`config.mk`:
```
export PLATFORM = sky130hd
export DESIGN_NAME = euclid_gcd_core
export DESIGN_NICKNAME = d
export VERILOG_FILES = /design/src/rtl/core/eucg_pkg.sv /design/src/rtl/core/eucg_rom.sv /design/src/rtl/core/eucg_seq.sv /design/src/rtl/core/eucg_dp.sv /design/src/rtl/core/euclid_gcd_core.sv
export SDC_FILE = /design/constraint.sdc
export NUM_CORES = 1
export LEC_CHECK = 0
export BUFFER_PORTS_ARGS = -buffer_cell sky130_fd_sc_hd__buf_2
export CORE_MARGIN = 2
export CORE_UTILIZATION = 38
export DETAILED_ROUTE_END_ITERATION = 7
export GPL_ROUTABILITY_DRIVEN = 0
export SLEW_MARGIN = 20
export SYNTH_ARGS = -nofsm -noshare
export SYNTH_HDL_FRONTEND = slang
export SYNTH_SLANG_ARGS = --single-unit
export TNS_END_PERCENT = 100
```
`constraint.sdc`:
```
create_clock -name clk -period 4.9 [get_ports clk]
set_input_delay 0.98 -clock clk [delete_from_list [all_inputs] [get_ports clk]]
set_output_delay 0.98 -clock clk [all_outputs]
set_load 0.01 [all_outputs]
```
`src/rtl/core/eucg_pkg.sv`:
```
// Shared types and constants for the binary GCD core.
// Holds microcode opcodes, condition codes, step addresses and control word layout.
// No dependencies.
package eucg_pkg;

	localparam int STEP_W = 4;

	// datapath operations
	localparam logic [3:0] OP_NOP      = 4'd0;
	localparam logic [3:0] OP_HALVE_AB = 4'd1;
	localparam logic [3:0] OP_HALVE_A  = 4'd2;
	localparam logic [3:0] OP_HALVE_B  = 4'd3;
	localparam logic [3:0] OP_SWAP     = 4'd4;
	localparam logic [3:0] OP_SUB      = 4'd5;
	localparam logic [3:0] OP_SHL_A    = 4'd6;
	localparam logic [3:0] OP_OUT_A    = 4'd7;
	localparam logic [3:0] OP_OUT_B    = 4'd8;

	// branch conditions
	localparam logic [3:0] CND_ALWAYS    = 4'd0;
	localparam logic [3:0] CND_A_ZERO    = 4'd1;
	localparam logic [3:0] CND_B_ZERO    = 4'd2;
	localparam logic [3:0] CND_BOTH_EVEN = 4'd3;
	localparam logic [3:0] CND_A_EVEN    = 4'd4;
	localparam logic [3:0] CND_B_EVEN    = 4'd5;
	localparam logic [3:0] CND_A_GT_B    = 4'd6;
	localparam logic [3:0] CND_B_NZ      = 4'd7;
	localparam logic [3:0] CND_K_NZ      = 4'd8;

	// program addresses
	localparam logic [STEP_W-1:0] ST_CHK_A   = 4'd0;
	localparam logic [STEP_W-1:0] ST_CHK_B   = 4'd1;
	localparam logic [STEP_W-1:0] ST_COMMON  = 4'd2;
	localparam logic [STEP_W-1:0] ST_ODD_A   = 4'd3;
	localparam logic [STEP_W-1:0] ST_ODD_B   = 4'd4;
	localparam logic [STEP_W-1:0] ST_ORDER   = 4'd5;
	localparam logic [STEP_W-1:0] ST_SUB     = 4'd6;
	localparam logic [STEP_W-1:0] ST_TEST    = 4'd7;
	localparam logic [STEP_W-1:0] ST_RESCALE = 4'd8;
	localparam logic [STEP_W-1:0] ST_FIN_A   = 4'd9;
	localparam logic [STEP_W-1:0] ST_FIN_B   = 4'd10;

	typedef struct packed {
		logic [3:0]        op;
		logic [3:0]        cond;
		logic [STEP_W-1:0] target;
		logic              last;
	} ctrl_t;

	typedef struct packed {
		logic a_zero;
		logic b_zero;
		logic a_even;
		logic b_even;
		logic a_gt_b;
		logic k_nz;
	} stat_t;

endpackage

```
`src/rtl/core/eucg_rom.sv`:
```
// Microcode store for the binary GCD sequencer: one control word per step.
// Depends on eucg_pkg.
module eucg_rom import eucg_pkg::*; (
	input  logic [STEP_W-1:0] step,
	output ctrl_t             word
);

	always_comb begin
		case (step)
			ST_CHK_A:   word = '{op: OP_NOP,      cond: CND_A_ZERO,    target: ST_FIN_B,   last: 1'b0};
			ST_CHK_B:   word = '{op: OP_NOP,      cond: CND_B_ZERO,    target: ST_FIN_A,   last: 1'b0};
			// strip common factors of two, counted in k
			ST_COMMON:  word = '{op: OP_HALVE_AB, cond: CND_BOTH_EVEN, target: ST_COMMON,  last: 1'b0};
			ST_ODD_A:   word = '{op: OP_HALVE_A,  cond: CND_A_EVEN,    target: ST_ODD_A,   last: 1'b0};
			ST_ODD_B:   word = '{op: OP_HALVE_B,  cond: CND_B_EVEN,    target: ST_ODD_B,   last: 1'b0};
			ST_ORDER:   word = '{op: OP_SWAP,     cond: CND_A_GT_B,    target: ST_SUB,     last: 1'b0};
			ST_SUB:     word = '{op: OP_SUB,      cond: CND_ALWAYS,    target: ST_TEST,    last: 1'b0};
			ST_TEST:    word = '{op: OP_NOP,      cond: CND_B_NZ,      target: ST_ODD_B,   last: 1'b0};
			ST_RESCALE: word = '{op: OP_SHL_A,    cond: CND_K_NZ,      target: ST_RESCALE, last: 1'b0};
			ST_FIN_A:   word = '{op: OP_OUT_A,    cond: CND_ALWAYS,    target: ST_CHK_A,   last: 1'b1};
			ST_FIN_B:   word = '{op: OP_OUT_B,    cond: CND_ALWAYS,    target: ST_CHK_A,   last: 1'b1};
			default:    word = '{op: OP_NOP,      cond: CND_ALWAYS,    target: ST_CHK_A,   last: 1'b1};
		endcase
	end

endmodule

```
`src/rtl/core/eucg_seq.sv`:
```
// Step counter and branch logic of the GCD microsequencer.
// Depends on eucg_pkg; control words come from eucg_rom.
module eucg_seq import eucg_pkg::*; (
	input  logic              clk,
	input  logic              arst_n,
	input  logic              start,
	input  ctrl_t             word,
	input  stat_t             stat,
	output logic [STEP_W-1:0] step,
	output logic              busy,
	output logic              exec
);

	logic [STEP_W-1:0] step_q;
	logic              busy_q;
	logic              cond_true;

	always_comb begin
		case (word.cond)
			CND_ALWAYS:    cond_true = 1'b1;
			CND_A_ZERO:    cond_true = stat.a_zero;
			CND_B_ZERO:    cond_true = stat.b_zero;
			CND_BOTH_EVEN: cond_true = stat.a_even && stat.b_even;
			CND_A_EVEN:    cond_true = stat.a_even;
			CND_B_EVEN:    cond_true = stat.b_even;
			CND_A_GT_B:    cond_true = stat.a_gt_b;
			CND_B_NZ:      cond_true = !stat.b_zero;
			CND_K_NZ:      cond_true = stat.k_nz;
			default:       cond_true = 1'b0;
		endcase
	end

	// the op of a word runs only when its condition holds
	assign exec = busy_q && cond_true;
	assign step = step_q;
	assign busy = busy_q;

	always_ff @(posedge clk or negedge arst_n) begin
		if (!arst_n) begin
			busy_q <= 1'b0;
			step_q <= ST_CHK_A;
		end else if (!busy_q) begin
			if (start) begin
				busy_q <= 1'b1;
				step_q <= ST_CHK_A;
			end
		end else if (word.last) begin
			busy_q <= 1'b0;
		end else if (cond_true) begin
			step_q <= word.target;
		end else begin
			step_q <= step_q + 1'b1;
		end
	end

endmodule

```
`src/rtl/core/eucg_dp.sv`:
```
// Operand registers, shift/subtract unit and result register of the GCD core.
// Depends on eucg_pkg; driven by ops from the microsequencer.
module eucg_dp import eucg_pkg::*; #(
	parameter int W = 32
) (
	input  logic        clk,
	input  logic        arst_n,
	input  logic        load,
	input  logic [31:0] first_value,
	input  logic [31:0] second_value,
	input  logic        exec,
	input  logic [3:0]  op,
	output stat_t       stat,
	output logic        done,
	output logic [31:0] divisor
);

	localparam int KW = $clog2(W + 1);

	logic [W-1:0]  a_q;
	logic [W-1:0]  b_q;
	logic [KW-1:0] k_q;
	logic [W-1:0]  a_in;
	logic [W-1:0]  b_in;
	logic [31:0]   a_out;
	logic [31:0]   b_out;
	logic [31:0]   divisor_q;
	logic          done_q;

	generate
		if (W > 32) begin : g_wide
			assign a_in  = {{(W-32){1'b0}}, first_value};
			assign b_in  = {{(W-32){1'b0}}, second_value};
			assign a_out = a_q[31:0];
			assign b_out = b_q[31:0];
		end else if (W < 32) begin : g_narrow
			assign a_in  = first_value[W-1:0];
			assign b_in  = second_value[W-1:0];
			assign a_out = {{(32-W){1'b0}}, a_q};
			assign b_out = {{(32-W){1'b0}}, b_q};
		end else begin : g_same
			assign a_in  = first_value;
			assign b_in  = second_value;
			assign a_out = a_q;
			assign b_out = b_q;
		end
	endgenerate

	assign stat.a_zero = (a_q == '0);
	assign stat.b_zero = (b_q == '0);
	assign stat.a_even = !a_q[0];
	assign stat.b_even = !b_q[0];
	assign stat.a_gt_b = (a_q > b_q);
	assign stat.k_nz   = (k_q != '0);

	always_ff @(posedge clk) begin
		if (load) begin
			a_q <= a_in;
			b_q <= b_in;
			k_q <= '0;
		end else if (exec) begin
			case (op)
				OP_HALVE_AB: begin
					a_q <= a_q >> 1;
					b_q <= b_q >> 1;
					k_q <= k_q + 1'b1;
				end
				OP_HALVE_A: a_q <= a_q >> 1;
				OP_HALVE_B: b_q <= b_q >> 1;
				OP_SWAP: begin
					a_q <= b_q;
					b_q <= a_q;
				end
				// a is the smaller odd value, so b - a is even and non-negative
				OP_SUB: b_q <= b_q - a_q;
				OP_SHL_A: begin
					a_q <= a_q << 1;
					k_q <= k_q - 1'b1;
				end
				OP_OUT_A: divisor_q <= a_out;
				OP_OUT_B: divisor_q <= b_out;
				default: ;
			endcase
		end
	end

	always_ff @(posedge clk or negedge arst_n) begin
		if (!arst_n) begin
			done_q <= 1'b0;
		end else begin
			done_q <= exec && (op == OP_OUT_A || op == OP_OUT_B);
		end
	end

	assign done    = done_q;
	assign divisor = divisor_q;

endmodule

```
`src/rtl/core/euclid_gcd_core.sv`:
```
// GCD core: binary GCD (shift/subtract) run by a microcoded sequencer.
// Time from accept edge to result strobe is data dependent: shortest when the first
// operand is zero, longer when only the second is, otherwise set by the loop of the
// program, which the sequencer runs at one step per cycle.
// One item at a time; a new item may be accepted in the cycle that done is high.
// The receiver cannot stall. Reset clears busy and done.
module euclid_gcd_core import eucg_pkg::*; #(
	parameter int OPERAND_BITS = 32
) (
	input  logic        clk,
	input  logic        arst_n,
	input  logic        start,
	output logic        busy,
	input  logic [31:0] first_value,
	input  logic [31:0] second_value,
	output logic        done,
	output logic [31:0] divisor
);

	logic [STEP_W-1:0] step;
	ctrl_t             word;
	stat_t             stat;
	logic              exec;

	eucg_rom u_rom (
		.step (step),
		.word (word)
	);

	eucg_seq u_seq (
		.clk    (clk),
		.arst_n (arst_n),
		.start  (start),
		.word   (word),
		.stat   (stat),
		.step   (step),
		.busy   (busy),
		.exec   (exec)
	);

	eucg_dp #(
		.W (OPERAND_BITS)
	) u_dp (
		.clk          (clk),
		.arst_n       (arst_n),
		.load         (start && !busy),
		.first_value  (first_value),
		.second_value (second_value),
		.exec         (exec),
		.op           (word.op),
		.stat         (stat),
		.done         (done),
		.divisor      (divisor)
	);

`ifndef SYNTHESIS
	a_done_single: assert property (@(posedge clk) disable iff (!arst_n)
		done |=> !done)
		else $error("result strobe held for two cycles");

	a_done_after_busy: assert property (@(posedge clk) disable iff (!arst_n)
		done |-> $past(busy))
		else $error("result without an item in work");

	a_start_busy: assert property (@(posedge clk) disable iff (!arst_n)
		(start && !busy) |=> busy)
		else $error("accepted item did not raise busy");

	a_done_clears: assert property (@(posedge clk) disable iff (!arst_n)
		done |-> !busy)
		else $error("busy still set with result shown");
`endif

endmodule
```
==> run summary, run 1 <==
run status: complete, no violations
synth cell count leaders: nand2_1, a21oi_1, edfxtp_1, o21ai_0, nor2_1
core area: 20400 um^2
post-synthesis sequential area ratio: 39.8%
post-route clock period utilization: 83.3%
worst path cell trace: inv_1 -> ha_1 -> nor4_1 -> nand2_1 -> nor2_1 -> a41oi_1 -> a221oi_1 -> a211oi_2 -> nor2_2 -> nand2_1 -> o21ai_4 -> buf_12
leading area contributor after synthesis: edfxtp_1
final hold violation count: 0
M3 GR Usage: 3.04%
GR Util met2: 33.6%
I/O pin count: 101
fmax: 245 MHz
Hold Slack: 0.435 ns
Synth area leaders: edfxtp_1, ha_1, a21oi_1
worst path required time: 4.96 ns
antenna viol nets, final: 0
Synth cell types: 65
final wirelength: 23.1 mm
deepest clock path buffer count: 2
vias in the first global route: 6839
Rows: 52
worst skew pair latency: 0.36 ns
drt initial violations: 791
Slew Limit Fails: 0
worst setup slack after layout: 0.817 ns
Total GRT Usage: 21.1%
CP Class: reg2reg
Top cell by count, worst path: nand2_1
FF+latch area: 3150 um^2
post-synthesis net count: 1030
CTS tree: built
vias per cell: 5.67
max-capacitance violation count: 0
Rel. slew slack: 40.9%
slowest CP cell: dfrtp_1
syn avg cell area: 8.62 um^2
vias: 7200
met1 Use GR: 30.3%
Seq cells post-synth: 108
Inserted Diodes: 0
Gate Count Post-Synth: 919
FFs w/ async S/R, synth: 5.56%
initial antenna violation count: 0
Num CTS Buffers: 9
CTS Hold Bufs: 0
Setup WS pre-CTS: 0.865 ns
Layout fillers: 2060
Synth Warn #: 0
crit path time final: 4.08 ns
data arrival time of the critical path: 4.14 ns
Initial Util: 38.9%
first-pass GRT wire length: 36.7 mm
die area: 22000 um^2
count leader, synth: nand2_1
cell area after synthesis: 7920 um^2
RSZ-0062 raised after global routing: false
Die Wd: 148 um
GR peak layer: met2
prevailing post-synth register cell: edfxtp_1
post_cts resized: 0
layout cells sized above 1: 15.1%
pin count of the biggest net entering global routing: 65
drt first pass iters: 7
skew final: 0.0121 ns
multi-input logic area: 4410 um^2
Final Non-Filler Cells: 1270
Critical Path Max Stage Delay: 0.63 ns
Worst Max-Slew Pin Slew: 0.885 ns
# Post-CTS Setup Buffers: 0
Crit Path Max Fanout: 21
total gr overflow: 0
DP HPWL: 16.6 mm
number of flops mapped to enable cells by yosys: 96
worst hold path class: in2async
area growth from synthesis to layout: 13.7%
crit start category: flip-flop
Reg clk slew, reported paths: 0.07 ns
DP Cell Count: 1254
R2R depth: 12
Crit path buffers/inverters: 2
root buffer cell: clkbuf_16
Crit path depth: 12
Top Family by Delay on Critical Path: compound AO/OA/AOI/OAI gates
Residual DRC: 0
Synth top area share: 36.4%
WL/cell: 18.2 um
layout net count: 1106
clk sinks: 108
I/O Buffers: 100
H-tree level count: 3
Die H: 148 um
Final Setup Violations: 0
Crit. End Element: flip-flop
-- stage by stage --
stage	TNS, ns	utilization (%)	area, um^2
global placement	0	42.9	8740
detailed placement	0	42.9	8740
global route	0	44.2	9000
floorplan	-18.67	-	7920
finish	0	44.2	9000
CTS	0	44.2	9000
-- worst paths after layout --
kind                                           start                         to  slack [ns]
setup / recovery           u_seq.step[0]$_DFFE_PN0P_   u_dp.a_out[14]$_DFFE_PP_        0.82
setup reg to reg           u_seq.step[0]$_DFFE_PN0P_   u_dp.a_out[14]$_DFFE_PP_        0.82
hold / removal                                arst_n        u_dp.done$_DFF_PN0_        0.43
max in group asynchronous                     arst_n  u_seq.step[0]$_DFFE_PN0P_        4.31
min in group clk            u_dp.k_q[3]$_SDFFE_PP0P_   u_dp.k_q[3]$_SDFFE_PP0P_        0.49
hold reg to reg             u_dp.k_q[3]$_SDFFE_PP0P_   u_dp.k_q[3]$_SDFFE_PP0P_        0.49
-- layout make-up --
cell class / count / area share [%]
repair buffers: 114 / 7.00
flip-flops and latches: 108 / 35.0
well taps: 270 / 3.75
multi-input cells: 705 / 48.9
clock inverters: 5 / 0.320
inverters: 57 / 2.38
clock buffers: 11 / 2.59
-- cell usage in the layout, fill, tap and decap left out, types with 3 or more instances in the layout --
cell type	synthesis	routed
xnor2_1	19	19
nor2b_1	4	4
dfxtp_1	6	6
clkbuf_16	0	9
inv_1	55	55
o21a_1	7	7
nor3b_1	4	4
nand4_1	10	10
nor4_1	17	17
and2_1	4	4
nand3_1	13	13
edfxtp_1	96	96
or2_2	3	3
nand2b_1	4	3
o21bai_1	5	5
a21o_1	13	13
o21ai_0	94	92
a21oi_1	98	98
a211oi_1	8	8
nor2_4	1	3
buf_4	0	12
a221oi_1	18	18
nand2_1	125	124
xor2_1	9	9
dfrtp_1	6	6
a31oi_1	11	11
ha_1	42	42
a222oi_1	8	8
mux2i_1	37	37
nor3_1	12	11
nor2_1	90	88
o31ai_1	4	4
buf_2	13	100
-- metal layers --
| metal | up-vias | share of wire [%] |
|---|---|---|
| met5 | - | 0 |
| met4 | 0 | 1.5 |
| met3 | 21 | 5.4 |
| met2 | 227 | 46 |
| met1 | 3437 | 47 |
| li1 | 3515 | - |
-- flip-flops by register name, summed over array words and instances (netlist names) --
signal	flops
u_dp.a_out	32
u_dp.b_out	32
u_dp.divisor	32
u_dp.done	1
u_dp.k_q	6
u_seq.busy	1
u_seq.step	4
-- cell families (layout without fill, tap and decap cells) --
group / Yosys count / count (layout) / share of synthesized area (%)
adders and majority gates: 44 / 44 / 7.14
xor gates and xnor gates: 28 / 28 / 3.10
DFF: 108 / 108 / 39.8
AOI/OAI and AO/OA: 299 / 299 / 23.4
muxes: 37 / 37 / 4.68
and+or+nand+nor: 297 / 297 / 16.7
buffers and inverters: 106 / 187 / 5.23
Power of run 1 is not shown: default switching activity piles up to over one toggle a cycle in this logic, so the estimate is an artifact.
==> run 2, diff against run 1 <==
==> constraint.sdc (replaced) <==
create_clock -name clk -period 3.55 [get_ports clk]
set_input_delay 0.71 -clock clk [delete_from_list [all_inputs] [get_ports clk]]
set_output_delay 0.71 -clock clk [all_outputs]
set_load 0.01 [all_outputs]
==> run summary, run 2 (synthesis results as in run 1) <==
run status: complete, no violations
Worst Max-Slew Pin Slew: 0.912 ns (+0.0270 ns)
Final Setup Violations: 0 (unchanged)
skew final: 0.00542 ns (-0.00668 ns)
post_cts resized: 0 (unchanged)
CP Class: reg2reg
worst hold path class: in2async
layout net count: 1139 (+3.0%)
Die H: 148 um (unchanged)
Inserted Diodes: 0 (unchanged)
DP Cell Count: 1287 (+2.6%)
fin area: 9290 um^2 (+3.2%)
die area: 22000 um^2 (unchanged)
vias per cell: 5.61 (-1.0%)
Rel. slew slack: 39.2% (-1.7 points)
worst setup slack after layout: 0.238 ns (-0.579 ns)
Slew Limit Fails: 0 (unchanged)
RSZ-0062 raised after global routing: false
first-pass GRT wire length: 37.6 mm (+2.7%)
Final Util: 45.6% (+1.4 points)
CTS tree: built
final wirelength: 23.6 mm (+2.4%)
WL/cell: 18.2 um (about the same)
Final Non-Filler Cells: 1301 (+2.4%)
most common cell after layout, fill and taps aside: nand2_1
Initial Util: 38.9% (unchanged)
Max VDD drop: 0.483 mV
Crit Path Max Fanout: 20 (-4.8%)
fmax: 302 MHz (+23%)
post-route setup TNS: 0 ns (unchanged)
DP Area: 9010 um^2 (+3.1%)
Setup WS pre-CTS: 0.162 ns (-0.703 ns)
# Post-CTS Setup Buffers: 0 (unchanged)
initial antenna violation count: 0 (unchanged)
Num CTS Buffers: 9 (unchanged)
H-tree level count: 3 (unchanged)
CTS Hold Bufs: 0 (unchanged)
root buffer cell: clkbuf_16
deepest clock path buffer count: 2 (unchanged)
I/O pin count: 101 (unchanged)
worst path required time: 3.61 ns (-1.35 ns)
crit path time final: 3.31 ns (-0.771 ns)
crit start category: flip-flop
drt first pass iters: 6 (-1)
core area: 20400 um^2 (unchanged)
drt initial violations: 670 (-15%)
worst skew pair latency: 0.36 ns (about the same)
Total GRT Usage: 21.8% (+0.69 points)
pin count of the biggest net entering global routing: 64 (-1.5%)
vias in the first global route: 7037 (+2.9%)
clk sinks: 108 (unchanged)
Power Total: 11.4 mW
Crit. End Element: flip-flop
antenna viol nets, final: 0 (unchanged)
layout cells sized above 1: 17.8% (+2.7 points)
vias: 7301 (+1.4%)
most frequent cells in the layout: nand2_1, buf_2, a21oi_1
total gr overflow: 0 (unchanged)
Rows: 52 (unchanged)
max-capacitance violation count: 0 (unchanged)
Reg clk slew, reported paths: 0.07 ns (about the same)
Hold Slack: 0.163 ns (-0.272 ns)
area growth from synthesis to layout: 17.3%
post-route clock period utilization: 93.3% (+10 points)
DP HPWL: 17.7 mm (+6.9%)
PwrDens: 1230 nW/um^2
Layout fillers: 1989 (-3.4%)
Residual DRC: 0 (unchanged)
leakage: 3.64 nW
data arrival time of the critical path: 3.38 ns (-0.76 ns)
final hold violation count: 0 (unchanged)
I/O Buffers: 100 (unchanged)
Die Wd: 148 um (unchanged)
run 2: final cells by class:
class	instances	area (um^2)	area share (%)
tap	270	338	3.64
multi-input combinational	705	4410	47.5
clock buffer	10	229	2.46
sequential	108	3150	33.9
timing repair buffer	147	903	9.72
inverter	57	214	2.30
clock inverter	4	42.5	0.458
run 2: path summary, 6_finish.rpt:
path                                          startpoint                         to  slack (ns)  cells after the start
worst max-delay path             u_dp.b_out[0]$_DFFE_PP_   u_dp.b_out[11]$_DFFE_PP_        0.24                     14
worst min-delay path                              arst_n        u_dp.done$_DFF_PN0_        0.16                      1
worst max register to register   u_dp.b_out[0]$_DFFE_PP_   u_dp.b_out[11]$_DFFE_PP_        0.24                     14
worst min register to register  u_dp.k_q[5]$_SDFFE_PP0P_   u_dp.k_q[5]$_SDFFE_PP0P_        0.47                      1
max in group asynchronous                         arst_n  u_seq.step[0]$_DFFE_PN0P_        3.24                      1
min in group clk                u_dp.k_q[5]$_SDFFE_PP0P_   u_dp.k_q[5]$_SDFFE_PP0P_        0.47                      1
run 2: power by group:
part	internal, mW	total [mW]	switching, mW
clock network	0.534	0.983	0.449
registers	2.30	2.93	0.622
logic	3.05	7.47	4.42
run 2: critical path, cell delays in order, from the launching register on:
cell	delay, ns
edfxtp_1	0.39
inv_1	0.12
ha_1	0.18
inv_1	0.05
fa_1	0.44
a211oi_2	0.30
o211ai_2	0.14
nand4_1	0.12
nand4_1	0.15
nand4_1	0.13
a211oi_2	0.09
nor2_2	0.13
nand2_1	0.23
o21ai_2	0.30
buf_12	0.22
run 2: routing by layer:
metal  GRT usage (%)  vias up  part of all wire, %
li1                -     3577                    -
met1            31.3     3414                   47
met2            33.8      279                   44
met3            2.82       31                  6.1
met4            7.57        0                  2.2
met5               0        -                    0
(Power assumes the default switching activity.)
==> run 3, diff against run 2 <==
--- a/config.mk
+++ b/config.mk
@@ -5,7 +5,9 @@
 export SDC_FILE = /design/constraint.sdc
 export NUM_CORES = 1
 export LEC_CHECK = 0
+export ABC_AREA = 0
 export BUFFER_PORTS_ARGS = -buffer_cell sky130_fd_sc_hd__buf_2
+export CORE_ASPECT_RATIO = 0.7
 export CORE_MARGIN = 2
 export CORE_UTILIZATION = 38
 export DETAILED_ROUTE_END_ITERATION = 7
==> run summary, run 3 (synthesis results as in run 1) <==
Logic pwr share: 65.1% (-0.6 points)
CTS tree: built
met1 Use GR: 33.9% (+2.6 points)
PwrDens: 1220 nW/um^2 (-0.18%)
Slew Limit Fails: 0 (unchanged)
WL/cell: 18.6 um (+2.6%)
fmax: 307 MHz (+1.6%)
vias in the first global route: 7061 (+0.34%)
post-route setup TNS: 0 ns (unchanged)
area growth from synthesis to layout: 17.7%
Layout fillers: 2081 (+4.6%)
drt first pass iters: 7 (+1)
RSZ-0062 raised after global routing: false
Reg2Reg Launch Point: u_seq.step[0]$_DFFE_PN0P_
Setup WS pre-CTS: 0.130 ns (-0.0319 ns)
initial antenna violation count: 0 (unchanged)
layout net count: 1135 (-0.35%)
Residual DRC: 0 (unchanged)
DP HPWL: 18.1 mm (+2.2%)
fin area: 9320 um^2 (+0.32%)
# Post-CTS Setup Buffers: 0 (unchanged)
leakage: 3.63 nW (-0.26%)
crit start category: flip-flop
final hold violation count: 0 (unchanged)
core area: 20600 um^2 (+1.1%)
total gr overflow: 0 (unchanged)
NetSw: 5.54 mW (+0.75%)
GR Util met2: 32.7% (-1.1 points)
CTS Hold Bufs: 0 (unchanged)
skew final: 0.00929 ns (+0.00387 ns)
internal power: 5.86 mW (-0.43%)
vias: 7346 (+0.62%)
data arrival time of the critical path: 3.51 ns (+0.13 ns)
Die Wd: 177 um (+19%)
Crit Path Max Fanout: 11 (-45%)
Total GRT Usage: 22.4% (+0.59 points)
max-capacitance violation count: 0 (unchanged)
die area: 22000 um^2 (about the same)
Reg clk slew, reported paths: 0.07 ns (about the same)
first-pass GRT wire length: 38.8 mm (+3.2%)
switching share of power: 48.6% (+0.29 points)
I/O pin count: 101 (unchanged)
Final Setup Violations: 0 (unchanged)
CP Launch Point: u_seq.step[0]$_DFFE_PN0P_
crit path time final: 3.26 ns (-0.0509 ns)
worst setup slack after layout: 0.289 ns (+0.0509 ns)
GR peak layer: met1
Num CTS Buffers: 9 (unchanged)
post-route clock period utilization: 91.9% (-1.4 points)
deepest clock path buffer count: 2 (unchanged)
most common cell after layout, fill and taps aside: nand2_1
power share of the clock group: 8.9% (+0.3 points)
root buffer cell: clkbuf_16
Max VDD drop: 0.490 mV (+1.6%)
I/O Buffers: 100 (unchanged)
vias per cell: 5.63 (+0.38%)
run status: complete, no violations
M3 GR Usage: 4.64% (+1.8 points)
layout cells sized above 1: 17.9% (+0.052 points)
Inserted Diodes: 0 (unchanged)
Rel. slew slack: 48.1% (+8.9 points)
final wirelength: 24.3 mm (+2.9%)
clk sinks: 108 (unchanged)
Die H: 125 um (-16%)
drt initial violations: 732 (+9.3%)
worst path required time: 3.80 ns (+0.19 ns)
worst hold path class: in2async
Crit. End Element: flip-flop
Initial Util: 38.5% (-0.43 points)
most frequent cells in the layout: nand2_1, buf_2, a21oi_1
Worst Max-Slew Pin Slew: 0.777 ns (-0.134 ns)
worst skew pair latency: 0.36 ns (about the same)
pin count of the biggest net entering global routing: 58 (-9.4%)
Rows: 44 (-15%)
DP Area: 9020 um^2 (+0.11%)
antenna viol nets, final: 0 (unchanged)
Flop pwr share: 26.0% (+0.3 points)
CP Class: reg2reg
H-tree level count: 3 (unchanged)
## run 3: power by group through the flow
stage	registers [mW]	logic (mW)	clock network [mW]
after CTS	2.94	7.34	1.04
after detailed placement	2.96	7.30	0
after global routing	3.03	8.26	1.08
after global placement	2.96	7.26	0
final	2.96	7.42	1.02
after floorplan	2.76	5.29	0
## run 3: critical path, stage by stage, from the launching register on
cell      delay [ns]
dfrtp_1         0.48
inv_1           0.20
ha_1            0.35
buf_4           0.18
nand2_1         0.12
o41ai_4         0.11
nand2_2         0.20
nor2_4          0.23
ha_1            0.26
a21o_1          0.18
a21oi_1         0.22
o21bai_1        0.09
a21oi_1         0.19
xnor2_1         0.14
nand2_1         0.08
mux2i_1         0.13
## run 3: stage by stage
step                      hold WS, ns  power [mW]  instances  util, %
after floorplan                 0.414        8.05        919        -
after global placement          0.463        10.2       1289     43.8
after detailed placement        0.471        10.3       1289     43.8
after CTS                       0.166        11.3       1304     45.2
after global routing            0.170        12.4       1304     45.3
final                           0.171        11.4       1304     45.3
## run 3: path summary, 6_finish.rpt
path	end	slack (ns)	depth (start not counted)
setup reg to reg	u_dp.k_q[5]$_SDFFE_PP0P_	0.29	15
setup / recovery	u_dp.k_q[5]$_SDFFE_PP0P_	0.29	15
max in group asynchronous	u_seq.step[0]$_DFFE_PN0P_	3.23	1
hold / removal	u_seq.busy$_DFF_PN0_	0.17	1
hold reg to reg	u_dp.k_q[3]$_SDFFE_PP0P_	0.49	2
min in group clk	u_dp.k_q[3]$_SDFFE_PP0P_	0.49	2
## run 3: what timing repair did
action,4_1_cts,5_1_grt
setup endpoints to repair,0,90
endpoints found under the hold margin,0,0
resized for setup,0,3
## run 3: layout make-up
type                       count  area (um^2)  area share (%)
multi-input combinational    705         4430            47.5
inverter                      57          214            2.30
clock buffer                  10          229            2.46
sequential                   108         3150            33.8
timing repair buffer         143          898            9.64
clock inverter                 5         53.8           0.577
tap                          276          345            3.71
## run 3: routing by layer
layer / vias to the layer above / wire length, um
met5: - / 0
met1: 3467 / 11900
met2: 280 / 10400
met3: 20 / 1780
met4: 0 / 267
li1: 3579 / -
